===== src/design/pps_pkg.sv =====
`timescale 1ns / 1ps
`default_nettype none
// Shared constants, types and helpers for the preemptive priority scheduler.
// No dependencies; used by pps_cell and preemptive_priority_scheduler_top.
package pps_pkg;

	localparam int MAX_PROCS = 32;
	localparam int PRIO_BITS = 8;
	localparam int IDX_W     = $clog2(MAX_PROCS);
	localparam int CNT_W     = $clog2(MAX_PROCS + 1);
	localparam int TIME_W    = 24;
	localparam int ARR_W     = 16;
	localparam int BUR_W     = 16;
	localparam int IN_PRIO_W = 8;
	localparam int ID_W      = 6;
	localparam int IN_DATA_W = 40;
	localparam int OUT_DATA_W = 104;

	localparam logic [TIME_W-1:0] TIME_MAX = '1;

	localparam logic KIND_LOAD = 1'b0;
	localparam logic KIND_TICK = 1'b1;

	typedef logic [IDX_W-1:0]     idx_t;
	typedef logic [CNT_W-1:0]     cnt_t;
	typedef logic [TIME_W-1:0]    time_t;
	typedef logic [ARR_W-1:0]     arr_t;
	typedef logic [BUR_W-1:0]     bur_t;
	typedef logic [PRIO_BITS-1:0] prio_t;
	typedef logic [ID_W-1:0]      id_t;

	// best candidate so far, handed from cell to cell
	typedef struct packed {
		logic  valid;
		idx_t  idx;
		prio_t prio;
		arr_t  arr;
		bur_t  burst;
		bur_t  rem;
	} best_t;

	// command broadcast to every cell
	typedef struct packed {
		logic  load;
		logic  dec;
		idx_t  idx;
		arr_t  arr;
		bur_t  burst;
		prio_t prio;
		time_t now;
	} cell_cmd_t;

	function automatic prio_t to_prio(input logic [IN_PRIO_W-1:0] p);
		return prio_t'(p);
	endfunction

	// slot index to process id (load order plus one), kept to ID_W bits
	function automatic id_t to_id(input idx_t idx);
		logic [IDX_W:0] t;
		t = {1'b0, idx} + 1'b1;
		return id_t'(t);
	endfunction

endpackage
`default_nettype wire


===== src/design/pps_cell.sv =====
`timescale 1ns / 1ps
`default_nettype none
// One table slot: holds a process entry and merges it into the best
// candidate passed along the chain. Depends on pps_pkg.
module pps_cell (
	input  wire                   clk,
	input  wire                   arst_n,
	input  wire pps_pkg::idx_t    slot,
	input  wire pps_pkg::cell_cmd_t cmd,
	input  wire pps_pkg::best_t   best_in,
	output pps_pkg::best_t        best_out
);

	pps_pkg::arr_t  arr_q;
	pps_pkg::bur_t  burst_q;
	pps_pkg::bur_t  rem_q;
	pps_pkg::prio_t prio_q;
	logic           valid_q;
	logic           done_q;
	pps_pkg::best_t best_q;

	logic eligible;
	logic take_own;
	logic hit;

	assign hit      = (cmd.idx == slot);
	assign eligible = valid_q && !done_q && (pps_pkg::TIME_W'(arr_q) <= cmd.now);
	// strict compares: on a full tie the lower slot (earlier load) keeps it
	assign take_own = eligible && (!best_in.valid || (prio_q < best_in.prio) ||
		((prio_q == best_in.prio) && (arr_q < best_in.arr)));

	always_ff @(posedge clk or negedge arst_n) begin
		if (!arst_n) begin
			valid_q <= 1'b0;
			done_q  <= 1'b0;
			best_q  <= '0;
		end else begin
			if (cmd.load && hit) begin
				valid_q <= 1'b1;
				done_q  <= 1'b0;
			end else if (cmd.dec && hit && rem_q == pps_pkg::BUR_W'(1)) begin
				done_q <= 1'b1;
			end
			if (take_own) begin
				best_q.valid <= 1'b1;
				best_q.idx   <= slot;
				best_q.prio  <= prio_q;
				best_q.arr   <= arr_q;
				best_q.burst <= burst_q;
				best_q.rem   <= rem_q;
			end else begin
				best_q <= best_in;
			end
		end
	end

	// entry payload, no reset
	always_ff @(posedge clk) begin
		if (cmd.load && hit) begin
			arr_q   <= cmd.arr;
			burst_q <= cmd.burst;
			rem_q   <= cmd.burst;
			prio_q  <= cmd.prio;
		end else if (cmd.dec && hit) begin
			rem_q <= rem_q - 1'b1;
		end
	end

	assign best_out = best_q;

endmodule
`default_nettype wire


===== config.mk =====
export PLATFORM = sky130hd
export DESIGN_NAME = pps_cell
export DESIGN_NICKNAME = d
export VERILOG_FILES = /design/src/design/pps_pkg.sv /design/src/design/pps_cell.sv
export SDC_FILE = /design/constraint.sdc
export NUM_CORES = 1
export LEC_CHECK = 0
export BUFFER_PORTS_ARGS = -buffer_cell sky130_fd_sc_hd__buf_2
export CAP_MARGIN = 15
export CELL_PAD_IN_SITES_DETAIL_PLACEMENT = 1
export CELL_PAD_IN_SITES_GLOBAL_PLACEMENT = 1
export CORE_ASPECT_RATIO = 0.7
export CORE_MARGIN = 2
export CORE_UTILIZATION = 39
export CTS_CLUSTER_DIAMETER = 30
export CTS_CLUSTER_SIZE = 16
export DETAILED_ROUTE_END_ITERATION = 12
export PLACE_DENSITY = 0.78
export SLEW_MARGIN = 20
export SYNTH_ARGS = -nofsm -noshare
export SYNTH_HDL_FRONTEND = slang
export SYNTH_SLANG_ARGS = --single-unit
export TNS_END_PERCENT = 30

===== constraint.sdc =====
create_clock -name clk -period 3.5 [get_ports clk]
set_input_delay 0.175 -clock clk [delete_from_list [all_inputs] [get_ports clk]]
set_output_delay 0.175 -clock clk [all_outputs]
set_load 0.01 [all_outputs]

Word level (Yosys, flattened, before mapping)
Cells that the tools add are included.
W data, S select, Z words.

word-level totals
  register bits = 120
  output and inout bits = 62
  word-level logic and storage cells = 37

cells by class
  add/sub/neg operators = 1
  order comparisons = 3
  eq/ne operators = 3
  multiplexer cells = 5
  reduce and logical (&&, ||, !) cells = 13

operators with widths
  kind                     count
  $mux W62                 1
  $mux W16                 2
  $le A16 B24 Y1           1
  $eq A16 B1 Y1 const B    1
  $lt A16 B16 Y1           1
  $sub A16 B1 Y16 const B  1
  $eq A8 B8 Y1             1
  $lt A8 B8 Y1             1
  $logic_and A1 B1 Y1      7
  $eq A5 B5 Y1             1
  $reduce_bool A2 Y1       2
  $logic_not A1 Y1         2
  $logic_or A1 B1 Y1       2
  $mux W1                  2

Logic depth before layout (Yosys ltp)
Gate-level depths: netlist (run 1).

  depth after elaboration = 5
  gate-level depth with buffers = 9
  gate-level depth less buffers = 8

Worst setup path before layout (run 1)
No wires, ideal clock.

  path type = register to register
  start point = reg arr_q[11]
  end point = reg best_q, in the netlist best_out[1]
  library setup time = 0.125 ns
  data arrival time = 2.441 ns
  slack = 0.935 ns
  cell stages (with the launch flop) = 9
  path buffers = 1
  period minus slack after synthesis = 2.565 ns
  cell sequence = edfxtp_1 > ha_1 > nand4_1 > or4_1 > o211ai_1 > nand3b_1 > a32oi_4 > buf_6 > mux2_2

on the way
  longest elaborated chain between the ends = 5

RTL lines
  what                    RTL line        source
  start, declared         pps_cell.sv:14  pps_pkg::arr_t arr_q;
  start signal, assigned  pps_cell.sv:60  arr_q <= cmd.arr;
  $lt A16 B16 Y1          pps_cell.sv:30  ((prio_q == best_in.prio) && (arr_q < best_in.arr)));
  $logic_and A1 B1 Y1     pps_cell.sv:30
  $logic_or A1 B1 Y1      pps_cell.sv:29  assign take_own = eligible && (!best_in.valid || (prio_q < best_in.prio) ||
  $logic_and A1 B1 Y1 *   pps_cell.sv:29
  $mux W62 *              pps_cell.sv:44  if (take_own) begin
  end signal, assigned    pps_cell.sv:52  best_q <= best_in;
  end, declared           pps_cell.sv:20  pps_pkg::best_t best_q;

Every way passes the cells marked *; elsewhere a longest branch is shown, timed or not.
A chain may end at the register's enable or synchronous reset.

Worst setup path in the final report (run 1)
  start point = reg arr_q[11]
  end point = reg best_q, in the netlist best_out[17]

The elaborated chain is that of the path after synthesis.

==> flow_metrics.env, run 1 <==
export IMPL_grt_use_total_pct=22.1
export IMPL_synth_edf_count=56
export IMPL_hpwl_mm=11.4
export IMPL_drt_pass1_iter_count=4
export IMPL_syn_area_per_cell_um2=13.3
export IMPL_die_x_um=147
export IMPL_finalSetupViolCount=0
export IMPL_netlist_instances=420
export IMPL_power_density_mw_per_mm2=555
export IMPL_busiest_layer="met2"
export IMPL_drt_iter0_drc=145
export IMPL_std_cell_rows=36
export IMPL_syn2layout_area_growth_pct=43.3
export IMPL_ys_ff_latch=120
export IMPL_fp_dieH_um=104
export IMPL_rsz0062_at_grt="false"
export IMPL_place_area_mm2=0.00677
export IMPL_critical_path_max_fanout=61
export IMPL_fin_setup_tns_ns=0
export IMPL_min_period_over_period_pct=86.1
export IMPL_critPathKind="reg -> reg"
export IMPL_final_design_area_no_fill_mm2=0.00798
export IMPL_synthArstFlopShare_pct=53.3
export IMPL_root_buffer="clkbuf_16"
export IMPL_synth_cell_types=33
export IMPL_hold_viol=0
export IMPL_ys_warn_count=0
export IMPL_cts_buffers=17
export IMPL_insertion_delay_ns=0.40
export IMPL_grt_max_degree=65
export IMPL_finalCriticalPeriod_ns=3.01
export IMPL_met3_usage_pct=4.82
export IMPL_cts_tree="done"
export IMPL_route_detailed_drc=0
export IMPL_maxCapViolCount=0
export IMPL_met2_usage_pct=38.6
export IMPL_drive_gt1_share_pct=41.5
export IMPL_crit_path_start_kind="flip-flop"
export IMPL_timing_slew_headroom_pct=42.9
export IMPL_h_tree_depth=4
export IMPL_grt_util_met1_pct=28.5
export IMPL_setup_ws_ns=0.485
export IMPL_cts_num_sinks=120
export IMPL_antenna_found_initial=0
export IMPL_grt_pass1_wl_mm=26.2
export IMPL_initial_core_util_pct=40.0
export IMPL_synth_flop_cell="dfrtp_1"
export IMPL_synth_nets=601
export IMPL_fin_worst_skew_ns=0.0123
export IMPL_peakVddDrop_v=0.000348
export IMPL_cp_data_required_time_ns=3.78
export IMPL_io_pins=202
export IMPL_fmax_ghz=0.332
export IMPL_cp_end_kind="flip-flop"
export IMPL_fin_nets=874
export IMPL_antenna_cells=0
export IMPL_ant_nets=0
export IMPL_io_buffers=201
export IMPL_fill_cells=1503
export IMPL_hp_class="in -> reg"
export IMPL_total_leakage_power_nw=3.63
export IMPL_wl_per_cell_um=18.3
export IMPL_status="finished, final reports clean"
export IMPL_synth_seq_area_share_pct=59.0
export IMPL_final_max_slew_viol_count=0
export IMPL_postCtsSetupRepairBufs=0
export IMPL_design_core_area_mm2=0.0139
export IMPL_wl_mm=16.4
export IMPL_viasPerCell=4.83
export IMPL_gr_total_overflow=0
export IMPL_worst_pin_slew_ns=0.857
export IMPL_gp_congestion=0.788
export IMPL_routed_via_count=4325
export IMPL_die_area_mm2=0.0153
export IMPL_grt_pass1_vias=4775
export IMPL_clk_pin_slew_worst_paths_ns=0.06
export IMPL_pre_cts_ws_ns=0.465
export IMPL_cp_arrival_ns=3.30
export IMPL_netlist_area_mm2=0.00557
export IMPL_clockBufferDepth=2
[cell usage after synthesis, types with 2 or more instances]
master / count / area [um2]
ha_1: 41 / 513
nand2b_1: 2 / 12.5
buf_6: 6 / 67.6
or4_1: 2 / 15.0
nor4b_1: 2 / 17.5
edfxtp_1: 56 / 1680
nor3_1: 7 / 35.0
o211ai_1: 5 / 37.5
mux2_1: 5 / 56.3
a21oi_1: 31 / 155
nor2b_1: 4 / 25.0
dfrtp_1: 64 / 1600
nor4_1: 8 / 50.1
clkbuf_1: 3 / 11.3
o21ai_0: 5 / 25.0
nand3_1: 4 / 20.0
nand2_1: 17 / 63.8
xor2_1: 4 / 35.0
nand4_1: 7 / 43.8
mux2_2: 56 / 631
nand3b_1: 2 / 15.0
inv_1: 43 / 161
nor2_1: 24 / 90.1
xnor2_1: 13 / 114
[report_power, final]
group	leakage (nW)	total [W]	switching (W)	internal, W
sequential	1.25	0.00170	0.0000590	0.00164
clock	0.296	0.00184	0.000703	0.00114
combinational	2.08	0.000877	0.000424	0.000453
total	3.63	0.00442	0.00119	0.00324
[routing by layer]
metal	part of all wire, %	up-vias
li1	-	2050
met1	44	2129
met2	50	140
met3	5.4	6
met4	0.45	0
met5	0	-
[cell type report]
cell class / instances / area (um2) / share of cell area [%]
clock buffers: 18 / 429 / 5.38
inverters: 43 / 161 / 2.02
clock inverters: 14 / 189 / 2.37
repair buffers: 263 / 1630 / 20.5
flip-flops and latches: 120 / 3280 / 41.2
well taps: 190 / 238 / 2.98
multi-input cells: 248 / 2040 / 25.6
[what timing repair did]
action,CTS,global route
hold buffers,58,1
resized for setup,0,0
endpoints found under the hold margin,121,1
[metrics by stage]
step / std cells / util (%) / power [W] / hold WS, ns
after CTS: 895 / 57.2 / 0.00446 / 0.000982
after floorplan: 420 / - / 0.00223 / -0.121
final: 896 / 57.3 / 0.00442 / 0.00898
after global placement: 805 / 48.6 / 0.00252 / 0.330
after detailed placement: 805 / 48.6 / 0.00255 / 0.347
after global routing: 896 / 57.3 / 0.00461 / 0.000204
[state kept, by name, summed over array words and instances, names as in the netlist]
| name | flops |
|---|---|
| burst_q | 16 |
| done_q | 1 |
| valid_q | 1 |
| rem_q | 16 |
| arr_q | 16 |
| prio_q | 8 |
| best_out | 62 |
[cells in the final DEF, fill, tap and decap left out, types with 2 or more instances in the layout]
cell type and count:
xnor2_1 13, nand2b_1 2, edfxtp_1 56, nor3_1 7, a21oi_1 31, nor4_1 8
buf_2 200, ha_1 41, nand4_1 7, nand3b_1 2, or4_1 2, inv_1 42
mux2_1 5, dfrtp_1 64, nor2_1 24, buf_4 3, inv_8 2, dlygate4sd3_1 59
o211ai_1 5, xor2_1 4, inv_6 3, mux2_2 56, clkinv_4 4, o21ai_0 5
nor2b_1 4, nand3_1 4, clkbuf_16 17, clkinvlp_4 2, nand2_1 17, nor4b_1 2
bufinv_16 3
[worst max-delay path, stage by stage, from the launching register on]
cell and delay [ns]:
edfxtp_1 0.44, ha_1 0.34, nand4_1 0.13, or4_1 0.53
o211ai_1 0.26, nand3b_1 0.19, a32oi_4 0.22, buf_12 0.33
mux2_2 0.39
[cells by family after synthesis]
logic type	synth area share [%]
muxes	12.3
DFF	59.0
and+or+nand+nor	7.08
xor gates and xnor gates	2.67
buffers and inverters	4.32
adders and majority gates	9.22
AOI/OAI and AO/OA	5.39
[final timing paths]
path                                      start  slack [ns]                endpoint  cells past startpoint
setup / recovery            arr_q[11]$_DFFE_PP_        0.49  best_out[17]$_DFF_PN0_                      8
hold / removal                          cmd[47]       0.009   burst_q[15]$_DFFE_PP_                      1
setup reg to reg            arr_q[11]$_DFFE_PP_        0.49  best_out[17]$_DFF_PN0_                      8
hold reg to reg            burst_q[2]$_DFFE_PP_        0.48  best_out[18]$_DFF_PN0_                      1
max in group asynchronous                arst_n        2.49  best_out[61]$_DFF_PN0_                      2
min in group asynchronous                arst_n        0.45  best_out[25]$_DFF_PN0_                      2
Power figures use the tool's default switching activity.
==> inputs of run 2 (changes only) <==
--- a/config.mk
+++ b/config.mk
@@ -15,7 +15,7 @@
 export CTS_CLUSTER_DIAMETER = 30
 export CTS_CLUSTER_SIZE = 16
 export DETAILED_ROUTE_END_ITERATION = 12
-export PLACE_DENSITY = 0.78
+export PLACE_DENSITY_LB_ADDON = 0.1
 export SLEW_MARGIN = 20
 export SYNTH_ARGS = -nofsm -noshare
 export SYNTH_HDL_FRONTEND = slang
==> flow_metrics.env, run 2 (synthesized netlist as in run 1, its figures left out) <==
export IMPL_status="finished, final reports clean"
export IMPL_final_max_slew_viol_count=0
export IMPL_grt_pass1_vias=4988
export IMPL_critical_path_max_fanout=20
export IMPL_cp_data_required_time_ns=3.79
export IMPL_std_cell_rows=36
export IMPL_drt_pass1_iter_count=4
export IMPL_worst_pin_slew_ns=0.883
export IMPL_drt_iter0_drc=173
export IMPL_mostFrequentLayoutCells="buf_2, dlygate4sd3_1, dfrtp_1"
export IMPL_reg2reg_depth=8
export IMPL_min_period_over_period_pct=83.2
export IMPL_finalSetupViolCount=0
export IMPL_gr_total_overflow=0
export IMPL_crit_path_start_kind="flip-flop"
export IMPL_initial_core_util_pct=40.0
export IMPL_final_common_cell="buf_2"
export IMPL_crit_path_top_delay_cell="or4_1"
export IMPL_route_detailed_drc=0
export IMPL_die_area_mm2=0.0153
export IMPL_reg2reg_to="best_out[10]$_DFF_PN0_"
export IMPL_hold_viol=0
export IMPL_total_leakage_power_nw=3.72
export IMPL_grt_use_total_pct=22.5
export IMPL_cts_num_sinks=120
export IMPL_r2r_slack_ns=0.59
export IMPL_syn2layout_area_growth_pct=47.3
export IMPL_max_stage_delay_ns=0.52
export IMPL_design_core_area_mm2=0.0139
export IMPL_holdPathStages=2
export IMPL_fill_cells=1488
export IMPL_clockBufferDepth=2
export IMPL_routed_via_count=4398
export IMPL_wl_mm=16.1
export IMPL_root_buffer="clkbuf_16"
export IMPL_cts_buffers=17
export IMPL_clkPwrFrac_pct=38.9
export IMPL_combPwrFrac_pct=21.3
export IMPL_critPathKind="reg -> reg"
export IMPL_wl_met2_mm=7.65
export IMPL_cts_hold_buf=85
export IMPL_regArea_mm2=0.00328
export IMPL_antenna_cells=0
export IMPL_timing_slew_headroom_pct=41.1
export IMPL_postCtsSetupRepairBufs=0
export IMPL_clk_pin_slew_worst_paths_ns=0.06
export IMPL_largest_register_ffs=62
export IMPL_fin_worst_skew_ns=0.00715
export IMPL_multi_input_area_mm2=0.00204
export IMPL_hp_class="in -> reg"
export IMPL_h_tree_depth=4
export IMPL_finalCriticalPeriod_ns=2.91
export IMPL_switching_share_pct=26.8
export IMPL_cts_resized=0
export IMPL_cts_tree="done"
export IMPL_fp_dieH_um=104
export IMPL_insertion_delay_ns=0.41
export IMPL_hold_path_startpoint="best_in[33]"
export IMPL_peakVddDrop_v=0.000341
export IMPL_maxCapViolCount=0
export IMPL_power_w=0.00427
export IMPL_r2r_start="arr_q[11]$_DFFE_PP_"
export IMPL_drive_gt1_share_pct=40.1
export IMPL_grt_max_degree=65
export IMPL_fin_nets=902
export IMPL_antenna_found_initial=0
export IMPL_gp_congestion=0.750
export IMPL_p_seq_share_pct=39.8
export IMPL_fin_setup_tns_ns=0
export IMPL_power_density_mw_per_mm2=520
export IMPL_p_sw_w=0.00114
export IMPL_critical_path_startpoint="arr_q[11]$_DFFE_PP_"
export IMPL_io_buffers=201
export IMPL_cp_arrival_ns=3.20
export IMPL_cp_end_kind="flip-flop"
export IMPL_hpwl_mm=11.0
export IMPL_highest_layer="met4"
export IMPL_die_x_um=147
export IMPL_rsz0062_at_grt="false"
export IMPL_p_int_w=0.00312
export IMPL_wl_per_cell_um=17.5
export IMPL_io_pins=202
export IMPL_viasPerCell=4.76
export IMPL_grt_pass1_wl_mm=26.5
export IMPL_path_cells="ha_1 > nand4_1 > or4_1 > o211ai_1 > nand3b_1 > a32oi_4 > buf_4 > mux2_1"
export IMPL_dr_wl_met3_um=991
export IMPL_ant_nets=0
export IMPL_wl_met1_mm=7.31
export IMPL_min_to="best_out[33]$_DFF_PN0_"
export IMPL_fmax_ghz=0.343
==> run 2: changes by cell type in the layout (fill, tap and decap cells not counted) <==
cell / change
bufinv_16: -2
buf_4: +2
dlygate4sd3_1: +26
inv_6: -1
clkinv_1: +1
inv_8: -1
clkinv_4: -2
clkbuf_8: +1
clkinvlp_4: +3
clkinv_2: +1
==> run 2: power groups by stage <==
stage	Combinational, W	Clock (W)	Sequential, W
finish	0.000908	0.00166	0.00170
global placement	0.000817	0	0.00172
CTS	0.000916	0.00171	0.00170
detailed placement	0.000838	0	0.00172
floorplan	0.000430	0	0.00180
global route	0.000986	0.00177	0.00171
==> run 2: critical path: cells and delay by family (launching register included) <==
family,cells,cell delay [ns]
AOI/OAI and AO/OA,2,0.46
DFF,1,0.44
buffers and inverters,1,0.33
and+or+nand+nor,3,0.80
adders and majority gates,1,0.35
muxes,1,0.37
==> run 2: area by class of cell <==
type | instances | share of cell area, %
clock buffer | 19 | 5.40
inverter | 43 | 1.97
sequential | 120 | 40.0
timing repair buffer | 291 | 23.3
tap | 190 | 2.90
clock inverter | 13 | 1.50
multi-input combinational | 248 | 24.9
==> run 2: worst max-delay path by stage <==
| stage | end | slack (ns) |
|---|---|---|
| 6_report | best_out[10]$_DFF_PN0_ | 0.59 |
| 4_1_cts | best_out[10]$_DFF_PN0_ | 0.58 |
| 3_5_place_dp | best_out[10]$_DFF_PN0_ | 0.59 |
| 2_1_floorplan | best_out[1]$_DFF_PN0_ | 0.93 |
| 3_3_place_gp | best_out[15]$_DFF_PN0_ | 0.71 |
| 5_1_grt | best_out[10]$_DFF_PN0_ | 0.38 |
==> run 2: layer usage <==
layer | vias to the layer above | GRT usage (%)
li1 | 2104 | -
met1 | 2135 | 28.9
met2 | 139 | 36.6
met3 | 20 | 7.06
met4 | 0 | 6.73
met5 | - | 0
==> run 2: through the flow <==
stage                     hold WS (ns)  std cells  worst slack (ns)  area [um2]  util [%]
after global placement           0.352        807             0.712        6780      48.7
after global routing           0.00401        924             0.376        8200      58.9
after CTS                     0.000183        924             0.583        8200      58.9
after detailed placement         0.353        807             0.594        6780      48.7
final                           0.0131        924             0.588        8200      58.9
after floorplan                 -0.121        420             0.935        5570         -
